===== src/sv/mp3_frame_header_parser_assert.svh =====
// Assertion macros shared by the frame header parser RTL.
// Expects signals clk and rst_n in the including module's scope.
`ifndef MP3_FRAME_HEADER_PARSER_ASSERT_SVH
`define MP3_FRAME_HEADER_PARSER_ASSERT_SVH

// Same-cycle implication, checked out of reset
`define MFHP_ASSERT_NOW(label, ante, cons, msg) \
  label: assert property (@(posedge clk) disable iff (!rst_n) (ante) |-> (cons)) \
    else $error(msg);

// Next-cycle implication, checked out of reset
`define MFHP_ASSERT_NXT(label, ante, cons, msg) \
  label: assert property (@(posedge clk) disable iff (!rst_n) (ante) |=> (cons)) \
    else $error(msg);

`endif


===== src/sv/mfhp_pkg.sv =====
// Types, constants and lookup tables for the frame header parser.
// No dependencies; used by the decode stage, divider cells and top level.
package mfhp_pkg;

  localparam int QBITS   = 11;              // quotient bits, one per divider cell
  localparam int RATE_W  = 16;
  localparam int KBPS_W  = 9;
  localparam int DIV_W   = RATE_W + 1;      // sample rate shifted by lsf
  localparam int DVD_W   = 26;              // kbps * 144000 fits below 2^26
  localparam int DSH_W   = DIV_W + QBITS - 1;
  localparam int SIZE_W  = 11;
  localparam int CH_W    = 2;
  localparam int FSC_W   = 18;

  localparam logic [FSC_W-1:0] FRAME_SCALE = 18'd144000;

  localparam logic [CH_W-1:0] CH_MONO   = 2'd1;
  localparam logic [CH_W-1:0] CH_STEREO = 2'd2;
  localparam logic [1:0]      MODE_MONO = 2'b11;
  localparam logic [1:0]      LAYER_III = 2'b01;
  localparam logic [1:0]      FIDX_RSVD = 2'b11;

  typedef struct packed {
    logic              ok;
    logic              pad;
    logic [CH_W-1:0]   chans;
    logic [RATE_W-1:0] rate;
    logic [KBPS_W-1:0] kbps;
    logic [DVD_W-1:0]  rem;
    logic [DSH_W-1:0]  dsh;
    logic [QBITS-1:0]  quo;
  } div_data_t;

  function automatic logic [RATE_W-1:0] rate_lut(input logic [3:0] idx);
    logic [RATE_W-1:0] r;
    unique case (idx)
      4'd0:    r = 16'd44100;
      4'd1:    r = 16'd48000;
      4'd2:    r = 16'd32000;
      4'd3:    r = 16'd22050;
      4'd4:    r = 16'd24000;
      4'd5:    r = 16'd16000;
      4'd6:    r = 16'd11025;
      4'd7:    r = 16'd12000;
      4'd8:    r = 16'd8000;
      default: r = 16'd0;
    endcase
    return r;
  endfunction

  function automatic logic [KBPS_W-1:0] kbps_lut(input logic lsf, input logic [3:0] idx);
    logic [KBPS_W-1:0] k;
    if (!lsf) begin
      unique case (idx)
        4'd1:    k = 9'd32;
        4'd2:    k = 9'd40;
        4'd3:    k = 9'd48;
        4'd4:    k = 9'd56;
        4'd5:    k = 9'd64;
        4'd6:    k = 9'd80;
        4'd7:    k = 9'd96;
        4'd8:    k = 9'd112;
        4'd9:    k = 9'd128;
        4'd10:   k = 9'd160;
        4'd11:   k = 9'd192;
        4'd12:   k = 9'd224;
        4'd13:   k = 9'd256;
        4'd14:   k = 9'd320;
        default: k = 9'd0;
      endcase
    end else begin
      unique case (idx)
        4'd1:    k = 9'd8;
        4'd2:    k = 9'd16;
        4'd3:    k = 9'd24;
        4'd4:    k = 9'd32;
        4'd5:    k = 9'd40;
        4'd6:    k = 9'd48;
        4'd7:    k = 9'd56;
        4'd8:    k = 9'd64;
        4'd9:    k = 9'd80;
        4'd10:   k = 9'd96;
        4'd11:   k = 9'd112;
        4'd12:   k = 9'd128;
        4'd13:   k = 9'd144;
        4'd14:   k = 9'd160;
        default: k = 9'd0;
      endcase
    end
    return k;
  endfunction

endpackage


===== src/sv/mfhp_decode.sv =====
// Front stage: header checks, table lookups and the bitrate scaling multiply.
// Depends on mfhp_pkg; feeds the first divider cell.
module mfhp_decode (
  input  logic                clk,
  input  logic                rst_n,
  input  logic                up_vld,
  output logic                up_rdy,
  input  logic [31:0]         hdr,
  output logic                dn_vld,
  input  logic                dn_rdy,
  output mfhp_pkg::div_data_t dn_data
);
  import mfhp_pkg::*;

  logic              vld_r;
  div_data_t         data_r;
  div_data_t         data_nxt;
  logic              ok;
  logic              lsf;
  logic [3:0]        row;
  logic [3:0]        bidx;
  logic [1:0]        fidx;
  logic [RATE_W-1:0] rate;
  logic [KBPS_W-1:0] kbps;
  logic [DIV_W-1:0]  div;
  logic [DVD_W-1:0]  prod;

  assign fidx = hdr[11:10];
  assign bidx = hdr[15:12];

  always_comb begin
    ok = (&hdr[31:21]) && !(&hdr[15:10]) && (hdr[18:17] == LAYER_III) &&
         (fidx != FIDX_RSVD) && (bidx != 4'd0) && (bidx != 4'd15);
    if (hdr[20]) begin
      lsf = !hdr[19];
      row = hdr[19] ? 4'd0 : 4'd3;
    end else begin
      lsf = 1'b1;
      row = 4'd6;
    end
    rate = ok ? rate_lut(row + {2'b00, fidx}) : '0;
    kbps = ok ? kbps_lut(lsf, bidx) : '0;
    div  = lsf ? {rate, 1'b0} : {1'b0, rate};
    prod = DVD_W'(kbps) * DVD_W'(FRAME_SCALE);

    data_nxt       = '0;
    data_nxt.ok    = ok;
    data_nxt.pad   = hdr[9];
    data_nxt.chans = !ok ? '0 : ((hdr[7:6] == MODE_MONO) ? CH_MONO : CH_STEREO);
    data_nxt.rate  = rate;
    data_nxt.kbps  = kbps;
    data_nxt.rem   = prod;
    data_nxt.dsh   = {div, {(QBITS-1){1'b0}}};
    data_nxt.quo   = '0;
  end

  assign up_rdy = !vld_r || dn_rdy;

  always_ff @(posedge clk) begin
    if (!rst_n) begin
      vld_r <= 1'b0;
    end else if (up_rdy) begin
      vld_r <= up_vld;
    end
  end

  always_ff @(posedge clk) begin
    if (up_rdy && up_vld) begin
      data_r <= data_nxt;
    end
  end

  assign dn_vld  = vld_r;
  assign dn_data = data_r;
endmodule


===== src/sv/mfhp_div_cell.sv =====
// One restoring-division cell: resolves one quotient bit, halves the divisor.
// Depends on mfhp_pkg; cells are chained in the top level.
module mfhp_div_cell (
  input  logic                clk,
  input  logic                rst_n,
  input  logic                up_vld,
  output logic                up_rdy,
  input  mfhp_pkg::div_data_t up_data,
  output logic                dn_vld,
  input  logic                dn_rdy,
  output mfhp_pkg::div_data_t dn_data
);
  import mfhp_pkg::*;

  logic            vld_r;
  div_data_t       data_r;
  div_data_t       data_nxt;
  logic [DSH_W:0]  diff;
  logic            take;

  always_comb begin
    diff     = {1'b0, DSH_W'(up_data.rem)} - {1'b0, up_data.dsh};
    take     = !diff[DSH_W];
    data_nxt = up_data;
    data_nxt.rem = take ? diff[DVD_W-1:0] : up_data.rem;
    data_nxt.quo = {up_data.quo[QBITS-2:0], take};
    data_nxt.dsh = {1'b0, up_data.dsh[DSH_W-1:1]};
  end

  assign up_rdy = !vld_r || dn_rdy;

  always_ff @(posedge clk) begin
    if (!rst_n) begin
      vld_r <= 1'b0;
    end else if (up_rdy) begin
      vld_r <= up_vld;
    end
  end

  always_ff @(posedge clk) begin
    if (up_rdy && up_vld) begin
      data_r <= data_nxt;
    end
  end

  assign dn_vld  = vld_r;
  assign dn_data = data_r;
endmodule


===== src/sv/mp3_frame_header_parser.sv =====
// MPEG audio Layer III frame header parser. One 32-bit header goes in per
// transfer and one result comes out per header, in order. While out_ready
// stays high, the block accepts a header in every cycle and sustains one
// transfer per cycle on both sides. The pipeline is one decode stage (sync
// and field checks, rate and bitrate tables, the bitrate * 144000 multiply),
// a chain of 11 identical divider cells that each settle one bit of the frame
// size quotient, and an output register that adds the padding byte. Every
// stage has its own valid bit, so bubbles close up and a waiting result only
// stops headers entering once all 13 stages hold an item. Rejected headers
// yield all-zero fields.
// Depends on mfhp_pkg, mfhp_decode, mfhp_div_cell and the assertion header.
`include "mp3_frame_header_parser_assert.svh"

module mp3_frame_header_parser (
  input  logic                         clk,
  input  logic                         rst_n,
  input  logic                         in_valid,
  output logic                         in_ready,
  input  logic [31:0]                  in_header_word,
  output logic                         out_valid,
  input  logic                         out_ready,
  output logic                         out_valid_res,
  output logic [mfhp_pkg::SIZE_W-1:0]  out_frame_size,
  output logic [mfhp_pkg::CH_W-1:0]    out_channels,
  output logic [mfhp_pkg::RATE_W-1:0]  out_sample_rate,
  output logic [mfhp_pkg::KBPS_W-1:0]  out_bitrate_kbps
);
  import mfhp_pkg::*;

  // link k joins stage k to stage k+1; link 0 leaves the decode stage
  logic      lnk_vld [QBITS+1];
  logic      lnk_rdy [QBITS+1];
  div_data_t lnk_data[QBITS+1];

  logic              out_vld_r;
  logic              res_r;
  logic [SIZE_W-1:0] size_r;
  logic [CH_W-1:0]   chans_r;
  logic [RATE_W-1:0] rate_r;
  logic [KBPS_W-1:0] kbps_r;
  logic              out_take;
  div_data_t         fin;
  logic              fields_zero;
  logic              fields_legal;
  logic              out_stall;

  mfhp_decode u_decode (
    .clk     (clk),
    .rst_n   (rst_n),
    .up_vld  (in_valid),
    .up_rdy  (in_ready),
    .hdr     (in_header_word),
    .dn_vld  (lnk_vld[0]),
    .dn_rdy  (lnk_rdy[0]),
    .dn_data (lnk_data[0])
  );

  // Divider chain: quotient MSB first, divisor pre-shifted by QBITS-1
  for (genvar g = 0; g < QBITS; g++) begin : g_cell
    mfhp_div_cell u_cell (
      .clk     (clk),
      .rst_n   (rst_n),
      .up_vld  (lnk_vld[g]),
      .up_rdy  (lnk_rdy[g]),
      .up_data (lnk_data[g]),
      .dn_vld  (lnk_vld[g+1]),
      .dn_rdy  (lnk_rdy[g+1]),
      .dn_data (lnk_data[g+1])
    );
  end

  // Output register: free when empty or when its result is being taken
  assign out_take         = !out_vld_r || out_ready;
  assign lnk_rdy[QBITS]   = out_take;
  assign fin              = lnk_data[QBITS];

  always_ff @(posedge clk) begin
    if (!rst_n) begin
      out_vld_r <= 1'b0;
    end else if (out_take) begin
      out_vld_r <= lnk_vld[QBITS];
    end
  end

  // Invalid headers carry a meaningless quotient; mask the frame size with ok (the other fields arrive zeroed)
  always_ff @(posedge clk) begin
    if (out_take && lnk_vld[QBITS]) begin
      res_r   <= fin.ok;
      size_r  <= fin.ok ? (fin.quo + SIZE_W'(fin.pad)) : '0;
      chans_r <= fin.chans;
      rate_r  <= fin.rate;
      kbps_r  <= fin.kbps;
    end
  end

  assign out_valid        = out_vld_r;
  assign out_valid_res    = res_r;
  assign out_frame_size   = size_r;
  assign out_channels     = chans_r;
  assign out_sample_rate  = rate_r;
  assign out_bitrate_kbps = kbps_r;

  assign fields_zero  = (out_frame_size == '0) && (out_channels == '0) &&
                        (out_sample_rate == '0) && (out_bitrate_kbps == '0);
  assign fields_legal = (out_frame_size != '0) && (out_channels != '0) &&
                        (out_sample_rate >= 16'd8000) && (out_bitrate_kbps != '0) &&
                        (out_bitrate_kbps <= 9'd320);
  assign out_stall    = out_valid && !out_ready;

  // Rejected header: every field zero
  `MFHP_ASSERT_NOW(a_reject_zero, out_valid && !out_valid_res, fields_zero, "reject not zeroed")
  // Accepted header: fields within their legal ranges
  `MFHP_ASSERT_NOW(a_accept_range, out_valid && out_valid_res, fields_legal, "accept out of range")
  // Input stall only when the decode stage holds an item it cannot pass on
  `MFHP_ASSERT_NOW(a_stall_cause, !in_ready, lnk_vld[0] && !lnk_rdy[0], "input stalled with room")
  // A stalled result must not be overwritten by the chain
  `MFHP_ASSERT_NXT(a_hold_result, out_stall, out_valid && $stable(size_r), "stalled result changed")
endmodule

===== config.mk =====
export PLATFORM = sky130hd
export DESIGN_NAME = mp3_frame_header_parser
export DESIGN_NICKNAME = d
export VERILOG_FILES = /design/src/sv/mfhp_pkg.sv /design/src/sv/mfhp_decode.sv /design/src/sv/mfhp_div_cell.sv /design/src/sv/mp3_frame_header_parser.sv
export VERILOG_INCLUDE_DIRS = /design/src /design/src/sv
export SDC_FILE = /design/constraint.sdc
export NUM_CORES = 1
export LEC_CHECK = 0
export BUFFER_PORTS_ARGS = -buffer_cell sky130_fd_sc_hd__buf_2
export CAP_MARGIN = 20
export CORE_UTILIZATION = 42
export DETAILED_ROUTE_END_ITERATION = 6
export PLACE_DENSITY = 0.55
export SYNTH_ARGS = -nofsm -noshare
export SYNTH_HDL_FRONTEND = slang
export SYNTH_SLANG_ARGS = --single-unit

===== constraint.sdc =====
create_clock -name clk -period 9.8 [get_ports clk]
set_input_delay 1.47 -clock clk [delete_from_list [all_inputs] [get_ports clk]]
set_output_delay 1.47 -clock clk [all_outputs]
set_load 0.01 [all_outputs]

==> results of run 1 <==
## cells by family (layout without fill, tap and decap cells)
family | after synthesis | count (layout) | share of synthesized area, %
flops | 796 | 796 | 64.7
simple gates | 622 | 622 | 8.02
buf+inv | 302 | 498 | 3.24
compound gates | 591 | 591 | 10.1
mux | 50 | 50 | 1.52
fa+ha+maj | 246 | 246 | 8.70
xor+xnor | 158 | 158 | 3.76
other cells | 1 | 4 | 0.0102
## state kept, by name, summed over array words and instances (netlist names)
name	count
out_frame_size	11
u_decode.dn_vld	1
g_cell.u_cell.dn_data	695
out_valid	1
out_channels	2
out_bitrate_kbps	6
u_decode.dn_data	54
out_valid_res	1
g_cell.u_cell.dn_vld	11
out_sample_rate	14
## path summary, 6_finish.rpt
path / to
setup / recovery: u_decode.dn_data[62]
setup reg to reg: g_cell[4].u_cell.dn_data[57]
hold reg to reg: out_bitrate_kbps[5]
hold / removal: out_bitrate_kbps[5]
## synth_stat cells (27+ instances only)
library cell / count
nand2_1: 180
xnor2_1: 84
a21oi_1: 203
nor2b_1: 43
inv_1: 256
ha_1: 230
o21a_1: 48
mux2_2: 41
clkbuf_1: 27
xor2_1: 74
and2_1: 29
a21o_1: 59
edfxtp_1: 783
nand3_1: 48
nand2b_1: 32
o21ai_0: 132
nor2_1: 172
nor3_1: 38
## critical path, delay by kind of cell
kind,cells,cell delay [ns]
adders and majority gates,5,1.65
xor gates and xnor gates,1,0.08
and+or+nand+nor,5,0.96
AOI/OAI and AO/OA,7,1.57
buffers and inverters,4,0.88
## layout make-up
type | instances | area (um2) | share of cell area [%]
tap | 1155 | 1450 | 3.50
clock buffer | 107 | 2240 | 5.42
inverter | 257 | 965 | 2.33
timing repair buffer | 84 | 483 | 1.17
clock inverter | 50 | 517 | 1.25
multi-input combinational | 1671 | 11900 | 28.8
sequential | 796 | 23800 | 57.5
## metrics by stage
stage,setup slack (ns),std cells
after floorplan,2.11,2769
after global placement,3.00,3962
after detailed placement,2.84,3963
after CTS,3.53,4120
after global routing,3.13,4120
final,3.55,4120
## placed cells by master (no fill, tap or decap), types with 28 or more instances in the layout
master and instances:
edfxtp_1 783, and2_1 28, ha_1 230, inv_1 256, o21ai_0 131, mux2_2 41
xnor2_1 84, nand2b_1 32, nor2b_1 35, buf_2 64, a21oi_1 203, o21a_1 48
xor2_1 74, nand3_1 48, nor3_1 38, nand2_1 180, a21o_1 59, clkbuf_16 85
nor2_1 172
## power by group through the flow
| stage | logic [uW] | clock network (uW) | registers, uW |
|---|---|---|---|
| global route | 179 | 3300 | 3740 |
| finish | 159 | 3070 | 3740 |
| detailed placement | 158 | 0 | 3810 |
| floorplan | 120 | 0 | 3800 |
| CTS | 158 | 3180 | 3740 |
| global placement | 151 | 0 | 3810 |
## per-layer routing
metal  wire (um)  part of all wire [%]  vias to the layer above  GRT usage (%)
li1            -                     -                    10396              -
met1       26700                    43                     9788           16.8
met2       31200                    50                      340           25.5
met3        1830                   3.0                      159           2.38
met4        2190                   3.5                        0           5.85
met5           0                     0                        -              0
==> flow_summary.toml, run 1 <==
[place]
port_buffers = 64
place_congestion = 0.844
placed_cell_area_mm2 = 0.0386
dpl.hpwl_mm = 45.2

[power]
pwr-share-seq_pct = 53.7
finalPower_uw = 6960
power.leakage_uw = 0.0156
p_sw_share_pct = 20.2
switching_power_uw = 1410
internal_power_uw = 5560
pwr-share-clk_pct = 44.0
powerDensity_mw_per_mm2 = 168
p_comb_share_pct = 2.3
peakVddDrop_mv = 0.117

[critical_path]
rrSetupSlack_ns = 5.71
cp.required_ns = 10.18
arrival_ns = 6.62
path_common_cell = "ha_1"
max_stage_delay_ns = 0.64
startpoint = "in_header_word[20]"
crit_slowest_cell = "clkinv_1"
timing.rr.start = "g_cell[3].u_cell.dn_data[19]"
start_kind = "input pin"
worstPathMaxFanout = 19
path_class = "input pin to flip-flop"
end_kind = "flip-flop"
critical_path.cell_chain = "buf_2 -> nand2_1 -> clkinv_1 -> nand2_1 -> nand3b_1 -> a21oi_1 -> ha_1 -> inv_1 -> fa_1 -> inv_1 -> ha_1 -> ha_1 -> ha_1 -> a21o_1 -> a21oi_1 -> o21bai_1 -> a21oi_1 -> nor2b_1 -> o21ai_0 -> nand2b_1 -> a31oi_1 -> xnor2_1"
rr_worst_depth = 10

[floorplan]
io_pins = 77
dieWidth_um = 298
core.rowCount = 108
initial_core_util_pct = 42.4
die_height_um = 298
coreArea_mm2 = 0.0868
die_area_mm2 = 0.0887

[synthesis]
seq_area_frac_synth_pct = 64.7
async_flop_share_pct = 0
ys_top_cells_by_area = "edfxtp_1 (64%), ha_1 (7.8%), a21oi_1 (2.8%)"
ys.flop_type = "edfxtp_1"
synth_enable_flop_cells = 783
yosysTopAreaCell = "edfxtp_1"
avgSynthCellArea_um2 = 13.3
synth_top_area_share_pct = 64.0
ys_ff_latch = 796
synth_area_mm2 = 0.0368
synth_cell_types = 75
synth_cells = 2766
synth-warning-count = 0

[timing]
final.setup_skew_ns = 0.0606
setup_violations = 0
finalHoldViolations = 0
clock.fmax_mhz = 160
fin_setup_tns_ns = 0
relSlewSlack_pct = 36.2
fin_crit_ns = 6.25
period_share_pct = 63.8
whs_ns = 0.394
tightest_slew_ns = 0.955
grt_setup_unrepaired = "no"
finalMaxSlewViolations = 0

[clock_tree]
cts.sinks = 796
cts_buffers = 85
cts_tree = "yes"
cts_root_buf = "clkbuf_16"
cts_setup_buffers = 0
cts.hold.buffers_added = 0
cts.repair.resized = 0
insertion_delay_ns = 0.66
path_clk_slew_ns = 0.06
cts_buffer_depth = 3
cts_max_level = 3

[cells_and_area]
postLayoutCellArea_mm2 = 0.0413
nFillCells = 7554
area_growth_pct = 12.5
nets = 3177
drive_gt1_share_pct = 9.58
diodes = 0
final_util_pct = 47.7

[routing]
dr.pass1.iters = 5
drt_iter0_markers = 1190
ant_nets = 0
routed_wl_mm = 61.9
routedWlPerCell_um = 15.0
vias = 20683
via_per_inst = 5.02
drc = 0

[run_status]
outcome = "finished, final reports clean"

[global_routing]
antenna_found_initial = 0
grt_pass1_wl_mm = 104
grt_max_degree = 74
grt_pass1_vias = 21237
grtUsageTotal_pct = 14.2
grt_overflow = 0

[run]
max_cap_violations = 0

[worst_hold_path]
whs_path_depth = 0
holdCritPathClass = "flip-flop to flip-flop"
worstHoldStart = "g_cell[10].u_cell.dn_data[69]"
Power figures use the tool's default switching activity.
==> run 2, diff against run 1 <==
--- a/config.mk
+++ b/config.mk
@@ -6,6 +6,7 @@
 export SDC_FILE = /design/constraint.sdc
 export NUM_CORES = 1
 export LEC_CHECK = 0
+export ABC_AREA = 1
 export BUFFER_PORTS_ARGS = -buffer_cell sky130_fd_sc_hd__buf_2
 export CAP_MARGIN = 20
 export CORE_UTILIZATION = 42
==> constraint.sdc (replaced) <==
create_clock -name clk -period 6.4 [get_ports clk]
set_input_delay 0.96 -clock clk [delete_from_list [all_inputs] [get_ports clk]]
set_output_delay 0.96 -clock clk [all_outputs]
set_load 0.01 [all_outputs]
==> flow_summary.toml, run 2 <==
[place]
port_buffers = 64
place_congestion = 0.869
placedCellCount = 4924
dpl.hpwl_mm = 60.7
dp_slack_ns = 0.650

[clock_tree]
cts.repair.resized = 0
cts_setup_buffers = 0
cts_tree = "yes"
cts.sinks = 796
cts_buffer_depth = 3
path_clk_slew_ns = 0.06
cts_max_level = 3
cts.hold.buffers_added = 0
cts_root_buf = "clkbuf_16"
insertion_delay_ns = 0.65
cts_buffers = 85

[critical_path]
start_kind = "input pin"
rr_worst_depth = 10
arrival_ns = 5.48
cp.required_ns = 6.78
end_kind = "flip-flop"
startpoint = "in_header_word[12]"
timing.rr.start = "g_cell[7].u_cell.dn_data[17]"
path_class = "input pin to flip-flop"
worstPathMaxFanout = 11

[timing]
fin_setup_tns_ns = 0
setup_violations = 0
finalHoldViolations = 0
period_share_pct = 79.7
grt_setup_unrepaired = "no"
setup_ws_ns = 1.30
clock.fmax_mhz = 196
tightest_slew_ns = 1.04
fin_crit_ns = 5.10
relSlewSlack_pct = 30.6
finalMaxSlewViolations = 0
final.setup_skew_ns = 0.0418

[floorplan]
coreArea_mm2 = 0.0924
die_area_mm2 = 0.0950
core.rowCount = 111
dieWidth_um = 308
die_height_um = 308
io_pins = 77
initial_core_util_pct = 42.7

[synthesis]
synth_cell_types = 56
seq_area_frac_synth_pct = 60.3
ys_ff_latch = 796
avgSynthCellArea_um2 = 10.8
synth-warning-count = 0
synth_enable_flop_cells = 783
synth_top_area_share_pct = 59.7
ys.flop_type = "edfxtp_1"
synth.most_common_cell = "edfxtp_1"
yosysTopAreaCell = "edfxtp_1"
synth_area_mm2 = 0.0394
async_flop_share_pct = 0
synth_cells = 3638
ys_top_cells_by_area = "edfxtp_1 (60%), ha_1 (7.3%), nand2_1 (7.0%)"
synthTopCellsByCount = "edfxtp_1 (783), nand2_1 (735), inv_1 (436)"

[cells_and_area]
drive_gt1_share_pct = 8.56
final_cell_mix = "edfxtp_1 (783), nand2_1 (735), inv_1 (431), nor2_1 (288), a21oi_1 (250)"
largest_reg_flops = 695
final_util_pct = 47.5
layout_commonest_cell = "edfxtp_1"
diodes = 0
area_growth_pct = 11.4
nets = 4050
nFillCells = 8504
layout.cells.non_filler = 5077

[global_routing]
grtUsageTotal_pct = 17.0
antenna_found_initial = 1
grt_max_degree = 65
grt_pass1_wl_mm = 129
grt_overflow = 0
grt_pass1_vias = 24866

[routing]
vias = 25072
drc = 0
routedWlPerCell_um = 15.6
drt_iter0_markers = 1589
ant_nets = 0
via_per_inst = 4.94
routed_wl_mm = 79.1
dr.pass1.iters = 5

[run_status]
outcome = "finished, final reports clean"

[worst_hold_path]
whs_path_depth = 0
holdCritPathClass = "flip-flop to flip-flop"
worstHoldStart = "g_cell[5].u_cell.dn_data[78]"

[power]
powerDensity_mw_per_mm2 = 256
power.leakage_uw = 0.0172
peakVddDrop_mv = 0.199
finalPower_uw = 11200

[run]
max_cap_violations = 0
==> run 2: cell count changes after synthesis, sizes merged, moves of 31 or more <==
cell / previous run / this run
a21o: 59 / 16
a21oi: 203 / 262
inv: 256 / 444
mux2: 43 / 0
nand2: 180 / 750
nand2b: 32 / 1
nand3: 48 / 175
nand4: 12 / 48
nor2: 172 / 295
nor2b: 43 / 0
o21a: 48 / 9
o21ai: 137 / 255
xor2: 74 / 33
==> run 2: cells by family after synthesis <==
family / after synthesis / synth area share (%)
compound gates: 600 / 8.63
xor+xnor: 110 / 2.45
fa+ha+maj: 246 / 8.12
buf+inv: 487 / 5.10
flops: 796 / 60.3
other cells: 1 / 0.00952
simple gates: 1398 / 15.4
==> run 2: where the power goes <==
part / internal [uW] / total (uW) / switching (uW)
clock: 2710 / 4710 / 1990
combinational: 229 / 654 / 425
sequential: 5800 / 5850 / 57.2
total: 8740 / 11200 / 2470
==> run 2: layout make-up <==
cell class              instances  area, um2  share of cell area (%)
flip-flops and latches        796      23800                    54.2
multi-input cells            2358      13700                    31.2
clock buffers                 103       2190                    5.00
inverters                     444       1680                    3.82
well taps                    1243       1560                    3.54
clock inverters                50        526                    1.20
repair buffers                 83        463                    1.05
==> run 2: worst max-delay path: stages <==
cell and delay, ns:
buf_2 0.13, inv_1 0.11, ha_1 0.23, nand2_1 0.08, and3_1 0.16, nand2_1 0.34
inv_1 0.17, o21ai_0 0.23, inv_1 0.19, ha_1 0.32, inv_1 0.05, fa_1 0.47
inv_1 0.04, ha_1 0.28, ha_1 0.31, inv_1 0.06, fa_1 0.45, inv_1 0.11
a31oi_1 0.12, o21ai_0 0.23, and2_1 0.18, o21ai_0 0.10, xnor2_1 0.14
==> run 2: final timing paths <==
| check | end | slack, ns |
|---|---|---|
| worst max-delay path | u_decode.dn_data[61] | 1.30 |
| worst min-delay path | g_cell[6].u_cell.dn_data[78] | 0.40 |
| worst max register to register | g_cell[8].u_cell.dn_data[44] | 3.41 |
| worst min register to register | g_cell[6].u_cell.dn_data[78] | 0.40 |
==> run 2: layer usage <==
| layer | vias to the layer above | global-route usage (%) | wire length, um | part of all wire (%) |
|---|---|---|---|---|
| met2 | 463 | 28.3 | 36600 | 46 |
| met4 | 2 | 5.54 | 2210 | 2.8 |
| met3 | 140 | 2.91 | 3270 | 4.1 |
| met1 | 11557 | 22.6 | 37000 | 47 |
| met5 | - | 0 | 31 | 0.039 |
| li1 | 12910 | - | - | - |
==> run 2: through the flow <==
| step | area [um2] | hold WS (ns) |
|---|---|---|
| after global placement | 41200 | 0.401 |
| after floorplan | 39400 | 0.400 |
| after detailed placement | 41200 | 0.405 |
| final | 43900 | 0.403 |
| after CTS | 43900 | 0.403 |
| after global routing | 43900 | 0.416 |
